## src/ecpm_first_set.sv

```systemverilog
`default_nettype none
module ecpm_first_set #(
    parameter int unsigned N  = 32,
    parameter int unsigned IW = 5
) (
    input  wire logic [N-1:0]  vec,
    output logic               any,
    output logic      [IW-1:0] idx
);
    always_comb
    begin
        any = |vec;
        idx = '0;
        for (int i = N - 1; i >= 0; i--)
        begin
            if (vec[i])
            begin
                idx = IW'(i);
            end
        end
    end
endmodule
`default_nettype wire

```

## config.mk

```make
export PLATFORM = sky130hd
export DESIGN_NAME = ecpm_first_set
export DESIGN_NICKNAME = d
export VERILOG_FILES = /design/src/ecpm_first_set.sv
export SDC_FILE = /design/constraint.sdc
export NUM_CORES = 1
export LEC_CHECK = 0
export BUFFER_PORTS_ARGS = -buffer_cell sky130_fd_sc_hd__buf_2
export CORE_AREA = 2 2 39 41
export DETAILED_ROUTE_END_ITERATION = 8
export DIE_AREA = 0 0 41 43
export PLACE_DENSITY = 0.74
export SLEW_MARGIN = 10
export SYNTH_ARGS = -nofsm -noshare
export SYNTH_HDL_FRONTEND = slang
export SYNTH_SLANG_ARGS = --single-unit
```

## constraint.sdc

```tcl
create_clock -name vclk -period 2.5
set_input_delay 0.125 -clock vclk [all_inputs]
set_output_delay 0.125 -clock vclk [all_outputs]
set_load 0.05 [all_outputs]
```

==> qor.txt, run 1 <==
WHS: 0.608 ns
pre-CTS WS: 0.907 ns
power after layout: 0.0800 mW
core area: 1380 µm²
CP max stage cell: or4_4
synthesized netlist cell count: 65
Placed Cells: 119
RSZ-0062 raised after global routing: no
P&R area growth vs syn: 54.5%
distinct cell type count after synthesis: 24
pin count of the biggest net entering global routing: 6
Max Clk Rate: 0.635 GHz
met1 Resource Use GR: 19.3%
register area share after synthesis: 0%
Final Cycle Share: 63.0%
vias in the first global route: 574
Final setup viols: 0
Cell Chain, Critical Path: buf_2 > or4_4 > o21ai_1 > nand2_1 > a21boi_2 > buf_2
FFs & Latches: 0
Min-Delay Endpoint: idx[0]
Buf/Inv on CP: 2
Initial DRC Count: 8
TNS Setup: 0 ns
Routed WL per cell: 10.7 µm
max-cap viol count: 0
yosys warns: 0
synthesized area: 385 µm²
Non-Filler Instances: 119
drt first pass iters: 4
Die Span Y: 43 µm
gr usage total: 15.4%
final hold vios: 0
total wire length: 1280 µm
routed vias: 642
share of layout cells above drive strength 1: 41.7%
CP max FO: 4
Post-CTS Setup Inserts: 0
outcome: complete, no violations
GR Util met2: 29.1%
post-CTS sizing: 0
Vias per Instance: 5.39
number of I/O pins: 38
row count: 14
PwrDens: 134 nW/µm²
met3 Use GR: 0%
GRT overflow: 0
most numerous cell on the critical path: buf_2
Die Area: 1760 µm²
Setup CP Type: input port to output pin
Peak VDD IR: 0.0000721 V
Final Net Count: 137
smallest setup slack after layout: 0.925 ns
fin area: 596 µm²
initial antenna violation count: 0
worst hold start: vec[0]
most common cell after layout, fill and taps aside: buf_2
Static Leakage: 0.272 nW
RePlAce Congestion: 0.801
Die W: 41 µm
Detailed Place HPWL: 1130 µm
Hold WC Path Type: input port to output pin
first-pass GRT wire length: 2060 µm
Slew Viols, Final: 0
Cell Area, Placed: 596 µm²
CP Capture Type: output pin
busiest grt layer: met2
Post-CTS Hold Buffers: 0
Hold Path Cell Cnt: 3
CP Launch Type: input port
starting density of the core: 27.8%
number of antenna-violating nets in the routed design: 0
fin crit period: 1.57 ns
Critical Path AT: 1.45 ns
Seq. cell area: 0 µm²
DR DRC count: 0
clkbuf count: 0
Top Family by Delay on Critical Path: simple AND/OR/NAND/NOR gates
I/O Buffers: 38
Required @ worst endpoint: 2.38 ns
syn_area_per_cell: 5.93 µm²
most frequent cells in the layout: buf_2 (38), nor2_1 (10), nor4_1 (7), a21oi_1 (7), inv_1 (6)
fin util: 43.0%
CP max stage delay: 0.56 ns
fillers: 140
antenna cells: 0
Max-slew headroom: 64.3%
Tightest Pin Transition: 0.531 ns
net count after synthesis: 97
## worst max path at each step
stage / from / to / cells after the start
2_1_floorplan: vec[30] / idx[0] / 5
3_3_place_gp: vec[19] / idx[2] / 6
3_5_place_dp: vec[28] / idx[0] / 7
4_1_cts: vec[28] / idx[0] / 7
5_1_grt: vec[28] / idx[0] / 7
6_report: vec[19] / idx[2] / 6
## tightest hold or removal path: stages
cell and delay [ns]:
buf_2 0.10, a221oi_1 0.05, buf_2 0.21
## area by class of cell
cell class	count	area [µm²]	area share (%)
Inverter	6	22.5	3.78
Timing Repair Buffer	38	190	31.9
Multi-Input combinational cell	59	363	60.9
Tap cell	16	20.0	3.36
## metal layers
layer | up-vias | wire length [µm]
met3 | 0 | 74
met2 | 18 | 659
met5 | - | 0
met1 | 283 | 542
met4 | 0 | 0
li1 | 341 | -
## where the power goes
group	switching [mW]	internal (mW)	total, mW	leakage (nW)
clock network	0	0	0	0
logic	0.0467	0.0333	0.0800	0.272
registers	0	0	0	0
total	0.0467	0.0333	0.0800	0.272
## cells by family after synthesis
group / share of synthesized area, %
and+or+nand+nor: 55.5
buffers and inverters: 5.84
AOI/OAI and AO/OA: 38.6
## cell usage after synthesis (all sizes together)
| cell | instances | area [µm²] |
|---|---|---|
| nor2 | 10 | 37.5 |
| a21oi | 7 | 35.0 |
| nor3 | 7 | 45.0 |
| nor4 | 7 | 43.8 |
| inv | 6 | 22.5 |
| o31ai | 4 | 30.0 |
| or4 | 4 | 37.5 |
| nand2 | 3 | 11.3 |
| o21ai | 3 | 15.0 |
| a2111oi | 2 | 17.5 |
| nor3b | 2 | 15.0 |
| a211oi | 1 | 7.51 |
| a21boi | 1 | 11.3 |
| a21o | 1 | 7.51 |
| a221oi | 1 | 8.76 |
| and2 | 1 | 6.26 |
| nand3 | 1 | 5.00 |
| nand4 | 1 | 6.26 |
| nor2b | 1 | 6.26 |
| o2111ai | 1 | 8.76 |
| o21a | 1 | 7.51 |
Note: power is estimated with default switching activity, not from simulation.
==> run 2, diff against run 1 <==
Clock period 2.5 ns to 1.61 ns, I/O delays scaled along.
==> run 2 against run 1 <==
Net effect:
- critical path depth increased by 1
- worst setup slack lost 0.78 ns
- final cell count grew 0.84%
- largest cell class unchanged
- largest power group unchanged
==> qor.txt, run 2 (synthesized netlist as in run 1, its figures left out) <==
outcome: complete, no violations
pin count of the biggest net entering global routing: 6
Buf/Inv on CP: 2
Setup CP Type: input port to output pin
PwrDens: 205 nW/µm²
Hold WC Path Type: input port to output pin
Die Area: 1760 µm²
row count: 14
CP max stage delay: 0.27 ns
Reg power frac: 0%
met1 Resource Use GR: 19.6%
Max Clk Rate: 0.680 GHz
Cell Area, Placed: 618 µm²
CP Launch Type: input port
GR Util met2: 30.0%
GRT overflow: 0
RSZ-0062 raised after global routing: no
Net Sw Frac: 57.5%
Routed WL per cell: 10.6 µm
Critical Path AT: 1.39 ns
Die Span Y: 43 µm
power after layout: 0.127 mW
Final setup viols: 0
Clk pwr share: 0%
WHS: 0.506 ns
fin util: 44.8%
Non-Filler Instances: 120
most common cell after layout, fill and taps aside: buf_2
starting density of the core: 27.8%
internal cell power: 0.0540 mW
fillers: 153
DR DRC count: 0
Final Cycle Share: 91.3%
smallest setup slack after layout: 0.140 ns
number of antenna-violating nets in the routed design: 0
final hold vios: 0
initial antenna violation count: 0
routed vias: 671
I/O Buffers: 38
drt first pass iters: 4
CP max FO: 3
P&R area growth vs syn: 61.0%
Final Net Count: 138
pre-CTS WS: 0.0862 ns
most frequent cells in the layout: buf_2 (37), nor2_1 (10), nor4_1 (7)
first-pass GRT wire length: 2100 µm
busiest grt layer: met2
Placed Cells: 120
Slew Viols, Final: 0
Static Leakage: 0.279 nW
Peak VDD IR: 0.0000819 V
total wire length: 1270 µm
Seq. cell area: 0 µm²
Psw: 0.0732 mW
Detailed Place HPWL: 1160 µm
FFs & Latches: 0
met3 Use GR: 0%
Tightest Pin Transition: 0.503 ns
vias in the first global route: 582
CP max stage cell: clkbuf_4
CP Capture Type: output pin
Combinational Power Share: 100.0%
Required @ worst endpoint: 1.53 ns
TNS Setup: 0 ns
number of I/O pins: 38
Max-slew headroom: 65.6%
RePlAce Congestion: 0.813
gr usage total: 15.8%
clkbuf count: 0
Post-CTS Hold Buffers: 0
max-cap viol count: 0
Top Family by Delay on Critical Path: compound AO/OA/AOI/OAI gates
Vias per Instance: 5.59
antenna cells: 0
fin crit period: 1.47 ns
core area: 1380 µm²
Initial DRC Count: 11
share of layout cells above drive strength 1: 45.2%
fin area: 621 µm²
Cell Chain, Critical Path: buf_2 > nor3b_1 > nor3_1 > o31ai_1 > o2111ai_1 > a221oi_2 > clkbuf_4
Die W: 41 µm
[run 2: timing repair]
action,CTS,global route
setup buffers,0,0
setup endpoints to repair,0,1
resized for setup,0,1
hold endpoints to repair,0,0
[run 2: worst paths after layout]
check                from      to  slack (ns)  cells past startpoint
setup / recovery  vec[30]  idx[0]        0.14                      7
hold / removal     vec[0]  idx[0]        0.51                      3
[run 2: layout make-up]
cell class | instances | area, µm² | share of cell area (%)
Inverter | 6 | 22.5 | 3.63
Tap cell | 16 | 20.0 | 3.23
Multi-Input combinational cell | 59 | 378 | 60.9
Timing Repair Buffer | 39 | 200 | 32.3
[run 2: power by group through the flow]
stage                     Combinational, mW  Sequential (mW)  Clock [mW]
after floorplan                      0.0525                0           0
after global placement                0.124                0           0
after detailed placement              0.127                0           0
after CTS                             0.127                0           0
after global routing                  0.141                0           0
final                                 0.127                0           0
[run 2: layer usage]
layer  routed length, µm  vias to the layer above
met1                 524                      306
met2                 660                       24
li1                    -                      341
met5                   0                        -
met3                  88                        0
met4                   0                        0
