`config.mk`:
```
export PLATFORM = sky130hd
export DESIGN_NAME = ecpm_ram
export DESIGN_NICKNAME = d
export VERILOG_FILES = /design/src/ecpm_ram.sv
export SDC_FILE = /design/constraint.sdc
export NUM_CORES = 1
export LEC_CHECK = 0
export CAP_MARGIN = 20
export CORE_MARGIN = 3
export CORE_UTILIZATION = 40
export CTS_BUF_LIST = sky130_fd_sc_hd__clkbuf_8
export CTS_CLUSTER_SIZE = 8
export DETAILED_ROUTE_END_ITERATION = 10
export DONT_BUFFER_PORTS = 1
export PLACE_DENSITY_LB_ADDON = 0.2
export SLEW_MARGIN = 5
export SYNTH_ARGS = -nofsm -noshare
export SYNTH_HDL_FRONTEND = slang
export SYNTH_SLANG_ARGS = --single-unit
export TNS_END_PERCENT = 1
```
`constraint.sdc`:
```
create_clock -name clk -period 6.8 [get_ports clk]
set_clock_uncertainty 0.2 [all_clocks]
set_input_delay 0.68 -clock clk [delete_from_list [all_inputs] [get_ports clk]]
set_output_delay 0.68 -clock clk [all_outputs]
set_load 0.05 [all_outputs]
```
`src/ecpm_ram.sv`:
```
`default_nettype none
module ecpm_ram #(
    parameter int unsigned DEPTH = 32,
    parameter int unsigned WIDTH = 8,
    parameter int unsigned AW    = 5
) (
    input  wire logic             clk,
    input  wire logic             wr_en,
    input  wire logic [AW-1:0]    wr_addr,
    input  wire logic [WIDTH-1:0] wr_data,
    input  wire logic             rd_en,
    input  wire logic [AW-1:0]    rd_addr,
    output logic      [WIDTH-1:0] rd_data
);
    logic [WIDTH-1:0] mem [DEPTH];

    always_ff @(posedge clk)
    begin
        if (wr_en)
        begin
            mem[wr_addr] <= wr_data;
        end
        if (rd_en)
        begin
            rd_data <= mem[rd_addr];
        end
    end
endmodule
`default_nettype wire

```
==> impl_metrics.py, run 1 <==
metrics = {
    "outcome": {
        "outcome": "finished, final reports clean",
    },
    "setup_path": {
        "ff2ff_setup_slack_ns": 4.61,
        "cp_common_cell": "mux4_2",
        "critical_path_class": "flip-flop to flip-flop",
        "critical_path.startpoint_type": "flip-flop",
        "required_ns": 6.88,
        "endpoint_kind": "flip-flop",
        "cp_max_fo": 1,
        "crit_buf_inv": 0,
        "path_cells": "mux4_2, mux4_2, mux2_2",
        "max_stage_delay_ns": 0.53,
        "crit_slowest_cell": "mux4_2",
        "arrival_ns": 2.27,
        "cp_top_family": "multiplexers",
    },
    "sta": {
        "period_share_pct": 32.2,
        "drv_slew": 0,
        "hold_viol_final": 0,
        "clock.fmax_mhz": 457,
        "fin_tns_setup_ns": 0,
        "setup_viol": 0,
        "worstMarginPinSlew_ns": 1.06,
        "rsz0062_at_grt": "no",
        "period_needed_ns": 2.19,
        "slew_headroom_pct": 29.1,
    },
    "finish": {
        "layout.nets": 473,
        "n_antenna_cell": 0,
        "final_area_sq_mm": 0.0113,
        "n_fill_cell": 2040,
        "drive_gt1_share_pct": 29.1,
        "syn_to_final_growth_pct": 11.0,
        "final_cells": 802,
        "finish.utilization_pct": 45.7,
    },
    "logic_synthesis": {
        "yosysSeqAreaShare_pct": 78.2,
        "ys_types": 14,
        "yosys_warnings": 0,
        "synth_flop_cell": "edfxtp_1",
        "synth_edf_count": 264,
        "synthCells": 417,
        "synth_top_area_share_pct": 78.2,
        "synth_common_cells": "edfxtp_1 (264), mux4_2 (80), nor2_1 (33)",
        "yosysMostFrequentCell": "edfxtp_1",
        "syn_avg_cell_area_sq_um": 24.3,
        "ys_ff_latch": 264,
        "synthTopCellsByArea": "edfxtp_1 (78%), mux4_2 (18%), nor2_1 (1.2%), mux2_2 (0.89%), buf_4 (0.44%)",
        "async_reset_ff_share_pct": 0,
        "yosys.area.top_type": "edfxtp_1",
        "synth_area_sq_mm": 0.0101,
        "synth_nets": 438,
    },
    "detailed_routing": {
        "avgViaCountPerCell": 5.49,
        "vias": 4401,
        "drc": 0,
        "dr.pass1.iters": 5,
        "routed_wl_mm": 21.8,
        "ant_nets": 0,
        "wire_per_inst_um": 27.2,
        "drtIter0Drc": 385,
    },
    "clock_network": {
        "clock_sinks": 264,
        "clockRootBuffer": "clkbuf_8",
        "clk_pin_slew_ns": 0.06,
        "cts_max_level": 2,
        "cts_max_path_buffers": 3,
        "cts_tree": "built",
        "clk_latency_ns": 0.56,
        "numCtsBuffers": 43,
    },
    "floorplan": {
        "rows": 57,
        "die_w_um": 165,
        "initial_core_util_pct": 41.2,
        "ios": 29,
        "core_area_sq_mm": 0.0246,
        "die-area_sq_mm": 0.0273,
        "dieHeight_um": 165,
    },
    "power_and_ir_drop": {
        "p_total_mw": 3.13,
        "leakagePower_nw": 3.44,
        "vdd_drop_max_mv": 0.104,
        "power.density_mw_per_mm2": 278,
    },
    "global_routing": {
        "grt_first_pass_wirelength_mm": 32.2,
        "grt_pass1_vias": 4747,
        "overflow": 0,
        "grt_max_degree": 65,
        "grt_use_total_pct": 16.9,
        "antenna_found_initial": 0,
    },
    "worst_hold_path": {
        "hp-class": "input port to flip-flop",
    },
    "flow_run": {
        "maxCapViolCount": 0,
    },
    "placed_design": {
        "hpwl_mm": 12.6,
        "gp_congestion": 0.728,
        "dpl_cell_area_sq_mm": 0.0104,
        "placedCellCount": 721,
        "io_buffers": 0,
    },
}
## power breakdown
| group | switching (mW) | internal (mW) | total [mW] |
|---|---|---|---|
| sequential | 0.0225 | 1.82 | 1.84 |
| clock | 0.589 | 0.590 | 1.18 |
| combinational | 0.0442 | 0.0659 | 0.110 |
| total | 0.656 | 2.47 | 3.13 |
## final timing paths
path	cells after the start	startpoint	endpoint
worst min-delay path	0	wr_data[4]	mem[23][4]
worst min register to register	3	mem[0][6]	rd_data[6]
worst max register to register	3	mem[23][5]	rd_data[5]
worst max-delay path	3	mem[23][5]	rd_data[5]
## routing by layer
layer / global-route usage, % / wire length, um
met5: 0 / 0
met4: 4.46 / 333
met1: 24.4 / 9770
met2: 26.7 / 10600
met3: 3.22 / 1070
## registers in the layout (all words and copies together), names as in the netlist
name and count:
mem 256, rd_data 8
## per-stage QoR
step           setup WS [ns]  hold WS, ns
2_1_floorplan           3.98        0.579
3_3_place_gp            4.18        0.582
3_5_place_dp            4.13        0.581
4_1_cts                 4.60     0.000781
5_1_grt                 4.59      0.00645
6_report                4.61       0.0375
## placed cells by master (no fill, tap or decap), drive strengths merged
| cell | synthesis | layout |
|---|---|---|
| nand3 | 2 | 2 |
| nand2 | 1 | 1 |
| clkinvlp | 0 | 1 |
| or3 | 1 | 1 |
| nor2 | 33 | 33 |
| clkinv | 0 | 10 |
| clkbuf | 6 | 43 |
| mux4 | 80 | 80 |
| nand3b | 5 | 5 |
| dlygate4sd3 | 0 | 10 |
| edfxtp | 264 | 264 |
| mux2 | 8 | 8 |
| or3b | 3 | 3 |
| inv | 0 | 17 |
## what timing repair did
action | in CTS | in global routing
buffers inserted | 0 | 0
resized for setup | 0 | 0
hold buffers | 10 | 0
endpoints found under the hold margin | 73 | 0
## logic make-up after synthesis
kind of cell  after synthesis  share of synthesized area [%]
flops                     264                           78.2
mux                        88                           18.7
buf+inv                    20                           1.05
simple gates               45                           2.05
## area by class of cell
type,instances,area [sq um],share of cell area (%)
multi-input cells,133,2100,18.7
well taps,324,405,3.60
clock inverters,28,128,1.13
clock buffers,43,592,5.26
flip-flops and latches,264,7930,70.5
repair buffers,10,100,0.890
Note: power is estimated with default switching activity, not from simulation.
==> inputs of run 2 (changes only) <==
- ABC_AREA: unset -> 1
- clock period: 6.8 -> 1.8 ns (I/O delays scaled with it)
==> run 2 against run 1 <==
Effect of this change:
- global-route usage is 2.3 points higher
- synthesized area up 7.2%
- combinational power rose to 7.1 times the previous value
- highest routed layer unchanged
- die area up 7.0%
==> impl_metrics.py, run 2 <==
metrics = {
    "finish": {
        "final_common_cell": "nand2_1",
        "final_area_sq_mm": 0.0124,
        "finish.utilization_pct": 46.9,
        "n_fill_cell": 2394,
        "syn_to_final_growth_pct": 13.7,
        "largest_reg_flops": 256,
        "final_cells": 1345,
        "n_antenna_cell": 0,
        "top_regs": "mem: 256 flops, rd_data: 8 flops",
        "regMostFlops": "mem",
        "drive_gt1_share_pct": 9.90,
        "most-common-layout-cells": "nand2_1 (360), edfxtp_1 (264), nand3_1 (203)",
        "seq_area_sq_mm": 0.00793,
        "multi_input_area_sq_mm": 0.00250,
        "layout.nets": 1004,
    },
    "setup_path": {
        "ff2ff_setup_slack_ns": 0.29,
        "endpoint_kind": "flip-flop",
        "path_cells": "dlygate4sd3_1, nand3_2, nor2_1, dlygate4sd3_1, buf_6",
        "cp_common_cell": "dlygate4sd3_1",
        "worstReg2RegEnd": "rd_data[6]",
        "crit_slowest_cell": "dlygate4sd3_1",
        "cp_max_fo": 8,
        "ff2ff_path_depth": 8,
        "required_ns": 1.84,
        "cp-endpoint": "mem[26][4]",
        "r2r_start": "mem[3][6]",
        "critical_path_class": "input port to flip-flop",
        "arrival_ns": 1.82,
        "max_stage_delay_ns": 0.65,
        "crit_start": "wr_addr[4]",
        "critical_path.startpoint_type": "input port",
    },
    "floorplan": {
        "core_area_sq_mm": 0.0264,
        "dieHeight_um": 171,
        "die-area_sq_mm": 0.0292,
        "initial_core_util_pct": 41.2,
        "rows": 59,
        "ios": 29,
        "die_w_um": 171,
    },
    "sta": {
        "slew_headroom_pct": 48.1,
        "rsz0062_at_grt": "no",
        "hold_viol_final": 0,
        "setup_viol": 0,
        "fin_ws_ns": 0.0134,
        "period_needed_ns": 1.79,
        "clock.fmax_mhz": 560,
        "holdWs_ns": 0.0202,
        "period_share_pct": 99.3,
        "drv_slew": 0,
        "worstMarginPinSlew_ns": 0.779,
        "fin_tns_setup_ns": 0,
    },
    "logic_synthesis": {
        "synth_top_area_share_pct": 73.0,
        "synth_area_sq_mm": 0.0109,
        "yosys_warnings": 0,
        "synth_flop_cell": "edfxtp_1",
        "yosysSeqAreaShare_pct": 73.0,
        "syn_avg_cell_area_sq_um": 11.8,
        "synth_common_cells": "nand2_1 (360), edfxtp_1 (264), nand3_1 (204)",
        "synthTopCellsByArea": "edfxtp_1 (73%), nand2_1 (12%), nand3_1 (9.4%), buf_6 (2.5%), nor2_1 (1.1%)",
        "ys_ff_latch": 264,
        "ys_types": 11,
        "synth_edf_count": 264,
        "synthCells": 922,
        "yosys.area.top_type": "edfxtp_1",
        "async_reset_ff_share_pct": 0,
        "synth_nets": 943,
        "yosysMostFrequentCell": "nand2_1",
    },
    "detailed_routing": {
        "drc": 0,
        "drtIter0Drc": 643,
        "routed_wl_mm": 27.6,
        "vias": 6915,
        "dr.pass1.iters": 5,
        "wire_per_inst_um": 20.5,
        "avgViaCountPerCell": 5.14,
        "ant_nets": 0,
    },
    "global_routing": {
        "grt_use_total_pct": 19.2,
        "overflow": 0,
        "grt_first_pass_wirelength_mm": 42.1,
        "antenna_found_initial": 0,
        "grt_pass1_vias": 6750,
        "grt_max_degree": 130,
    },
    "clock_network": {
        "numCtsBuffers": 44,
        "clk_latency_ns": 0.54,
        "post_cts_buffers": 0,
        "cts_tree": "built",
        "clockRootBuffer": "clkbuf_8",
        "clk_pin_slew_ns": 0.06,
        "clock_sinks": 264,
        "cts_max_path_buffers": 3,
        "cts_max_level": 2,
    },
    "power_and_ir_drop": {
        "p_sw_share_pct": 23.5,
        "clkPwrFrac_pct": 37.0,
        "p_total_mw": 12.3,
        "switchingPower_mw": 2.88,
        "p_int_mw": 9.41,
        "leakagePower_nw": 4.63,
        "power_frac_comb_pct": 6.4,
        "power.density_mw_per_mm2": 995,
        "power_frac_seq_pct": 56.7,
        "vdd_drop_max_mv": 0.547,
    },
    "placed_design": {
        "hpwl_mm": 14.7,
        "dpl_cell_area_sq_mm": 0.0112,
        "gp_congestion": 0.768,
        "placedCellCount": 1245,
        "pre_cts_slack_ns": 0.107,
        "io_buffers": 0,
    },
    "outcome": {
        "outcome": "finished, final reports clean",
    },
    "worst_hold_path": {
        "hp-class": "input port to flip-flop",
    },
    "flow_run": {
        "maxCapViolCount": 0,
    },
}
run 2: cell types whose count changed in the layout (fill, tap and decap cells not counted), moves of 5 or more:
cell	before	now
nand2_1	1	360
nand3_1	2	203
mux4_2	80	0
buf_4	0	34
buf_12	0	15
inv_1	14	23
mux2_2	8	0
dlygate4sd3_1	10	15
nand3b_1	5	0
run 2: routing by layer:
layer  global-route usage [%]  part of all wire [%]
met5                        0                     0
met3                     5.66                   8.4
met1                     28.7                    47
met2                     28.0                    44
met4                     4.20                   1.4
run 2: worst min-delay path by stage:
stage / startpoint / endpoint / slack [ns] / depth (start not counted)
2_1_floorplan: wr_data[0] / mem[0][0] / 0.08 / 0
3_3_place_gp: wr_data[0] / mem[29][0] / 0.08 / 0
3_5_place_dp: wr_data[0] / mem[29][0] / 0.08 / 0
4_1_cts: rd_addr[0] / rd_data[2] / -0.05 / 8
5_1_grt: rd_addr[0] / rd_data[2] / 0.03 / 8
6_report: rd_addr[0] / rd_data[0] / 0.02 / 8
run 2: timing repair:
| action | CTS | global route |
|---|---|---|
| hold buffers | 27 | 0 |
| endpoints found under the hold margin | 434 | 0 |
| endpoints found under the setup margin | 0 | 16 |
| resized for setup | 0 | 4 |
run 2: worst max-delay path: cells and delay by family:
| kind | cells | cell delay (ns) |
|---|---|---|
| buffers and inverters | 3 | 1.39 |
| and+or+nand+nor | 2 | 0.25 |
run 2: cells by family after synthesis:
family        Yosys count  share of synthesized area [%]
buf+inv                62                           4.11
flops                 264                           73.0
simple gates          596                           22.9
run 2: layout make-up:
class                           count  share of cell area, %
Sequential cell                   264                   64.2
Timing Repair Buffer               67                   6.00
Multi-Input combinational cell    596                   20.2
Clock buffer                       45                   5.01
Inverter                           10                  0.314
Clock inverter                     28                  0.911
Tap cell                          335                   3.39
run 2: power groups by stage:
| stage | sequential (mW) | clock [mW] | combinational, mW |
|---|---|---|---|
| finish | 6.96 | 4.55 | 0.783 |
| global route | 6.97 | 4.98 | 0.870 |
| CTS | 6.96 | 4.67 | 0.787 |
| detailed placement | 7.09 | 0 | 0.547 |
| global placement | 7.09 | 0 | 0.547 |
| floorplan | 7.06 | 0 | 0.493 |
==> inputs of run 3 (changes only) <==
- ABC_AREA: 1 -> unset
==> run 3 against run 2 <==
Effect of this change:
- the flow now finishes with violations (hold timing, setup timing)
- combinational power shrank 29%
- setup slack lost 0.38 ns
- hold slack lost 0.34 ns
- routed wire length shrank 22%
- utilization grew 0.76 points
==> impl_metrics.py, run 3 (synthesized netlist as in run 1, its figures left out) <==
metrics = {
    "clock_network": {
        "cts_tree": "built",
        "numCtsBuffers": 43,
        "clk_latency_ns": 0.53,
        "cts_max_level": 2,
        "clockRootBuffer": "clkbuf_8",
        "cts_max_path_buffers": 3,
        "hold_buffers": 20,
        "post_cts_buffers": 0,
        "clk_pin_slew_ns": 0.06,
        "clock_sinks": 264,
    },
    "sta": {
        "setup_viol": 8,
        "hold_viol_final": 8,
        "rsz0062_at_grt": "yes",
        "worstMarginPinSlew_ns": 0.632,
        "drv_slew": 0,
        "period_share_pct": 120,
        "holdWs_ns": -0.319,
        "clock.fmax_mhz": 462,
        "fin_tns_setup_ns": -2.65,
        "fin_ws_ns": -0.366,
        "period_needed_ns": 2.17,
        "slew_headroom_pct": 57.7,
    },
    "detailed_routing": {
        "dr.pass1.iters": 4,
        "drtIter0Drc": 381,
        "ant_nets": 0,
        "routed_wl_mm": 21.4,
        "vias": 4556,
        "wire_per_inst_um": 25.3,
        "drc": 0,
        "avgViaCountPerCell": 5.38,
    },
    "global_routing": {
        "grt_max_degree": 65,
        "grt_first_pass_wirelength_mm": 32.1,
        "grt_pass1_vias": 4743,
        "overflow": 0,
        "grt_use_total_pct": 16.5,
        "antenna_found_initial": 1,
    },
    "finish": {
        "layout.nets": 517,
        "final_area_sq_mm": 0.0117,
        "top_regs": "mem: 256 flops, rd_data: 8 flops",
        "most-common-layout-cells": "edfxtp_1 (264), mux4_2 (80), clkbuf_8 (45)",
        "final_cells": 847,
        "finish.utilization_pct": 47.6,
        "syn_to_final_growth_pct": 15.7,
        "final_common_cell": "edfxtp_1",
        "drive_gt1_share_pct": 34.1,
        "regMostFlops": "mem",
        "largest_reg_flops": 256,
    },
    "worst_hold_path": {
        "hp-class": "input port to flip-flop",
    },
    "outcome": {
        "failed_checks": "hold timing, setup timing",
        "outcome": "complete, but fails checks",
    },
    "placed_design": {
        "io_buffers": 0,
        "dpl_cell_area_sq_mm": 0.0107,
        "placedCellCount": 753,
        "gp_congestion": 0.733,
        "hpwl_mm": 12.7,
    },
    "floorplan": {
        "die-area_sq_mm": 0.0273,
        "ios": 29,
        "rows": 57,
        "initial_core_util_pct": 41.2,
        "die_w_um": 165,
        "core_area_sq_mm": 0.0246,
        "dieHeight_um": 165,
    },
    "setup_path": {
        "required_ns": 1.88,
        "critical_path_class": "flip-flop to flip-flop",
        "endpoint_kind": "flip-flop",
        "arrival_ns": 2.25,
        "critical_path.startpoint_type": "flip-flop",
        "cp_max_fo": 1,
    },
    "flow_run": {
        "maxCapViolCount": 0,
    },
    "power_and_ir_drop": {
        "leakagePower_nw": 3.75,
        "power.density_mw_per_mm2": 1020,
        "vdd_drop_max_mv": 0.371,
    },
}
## run 3: layout make-up
cell class	count	area, sq um
Antenna cell	1	2.50
Clock buffer	45	619
Clock inverter	26	101
Fill cell	2012	12900
Multi-Input combinational cell	133	2130
Sequential cell	264	7930
Tap cell	324	405
Timing Repair Buffer	54	539
## run 3: timing repair
action                                  in CTS  in global routing
endpoints found under the hold margin      400                  8
endpoints found under the setup margin       8                 16
resized for setup                            2                  8
## run 3: through the flow
step	total power, mW	setup WS (ns)
3_5_place_dp	7.48	-0.367
5_1_grt	12.4	-0.383
2_1_floorplan	7.46	-0.316
3_3_place_gp	7.47	-0.360
4_1_cts	12.1	-0.370
6_report	11.9	-0.366
## run 3: path summary, 6_finish.rpt
kind,startpoint,to,slack [ns],cells after the start
setup / recovery,mem[23][1],rd_data[1],-0.37,3
hold / removal,rd_addr[3],rd_data[6],-0.32,1
setup reg to reg,mem[23][1],rd_data[1],-0.37,3
hold reg to reg,mem[30][6],rd_data[6],0.78,3
## run 3: critical path, stage by stage (launching register included)
cell,delay (ns)
edfxtp_1,0.36
mux4_2,0.52
mux4_2,0.55
mux2_4,0.29
## run 3: metal layers
metal | up-vias | share of wire [%] | GRT usage, %
li1 | 1947 | - | -
met1 | 2426 | 44 | 24.9
met2 | 156 | 47 | 24.5
met3 | 27 | 7.9 | 3.87
met4 | 0 | 1.3 | 4.04
met5 | - | 0 | 0
## run 3: power by group
group	switching, mW	leakage [nW]	internal, mW
Combinational	0.247	0.945	0.306
Clock	2.11	0.419	2.28
Sequential	0.0946	2.38	6.87
Total	2.45	3.75	9.45
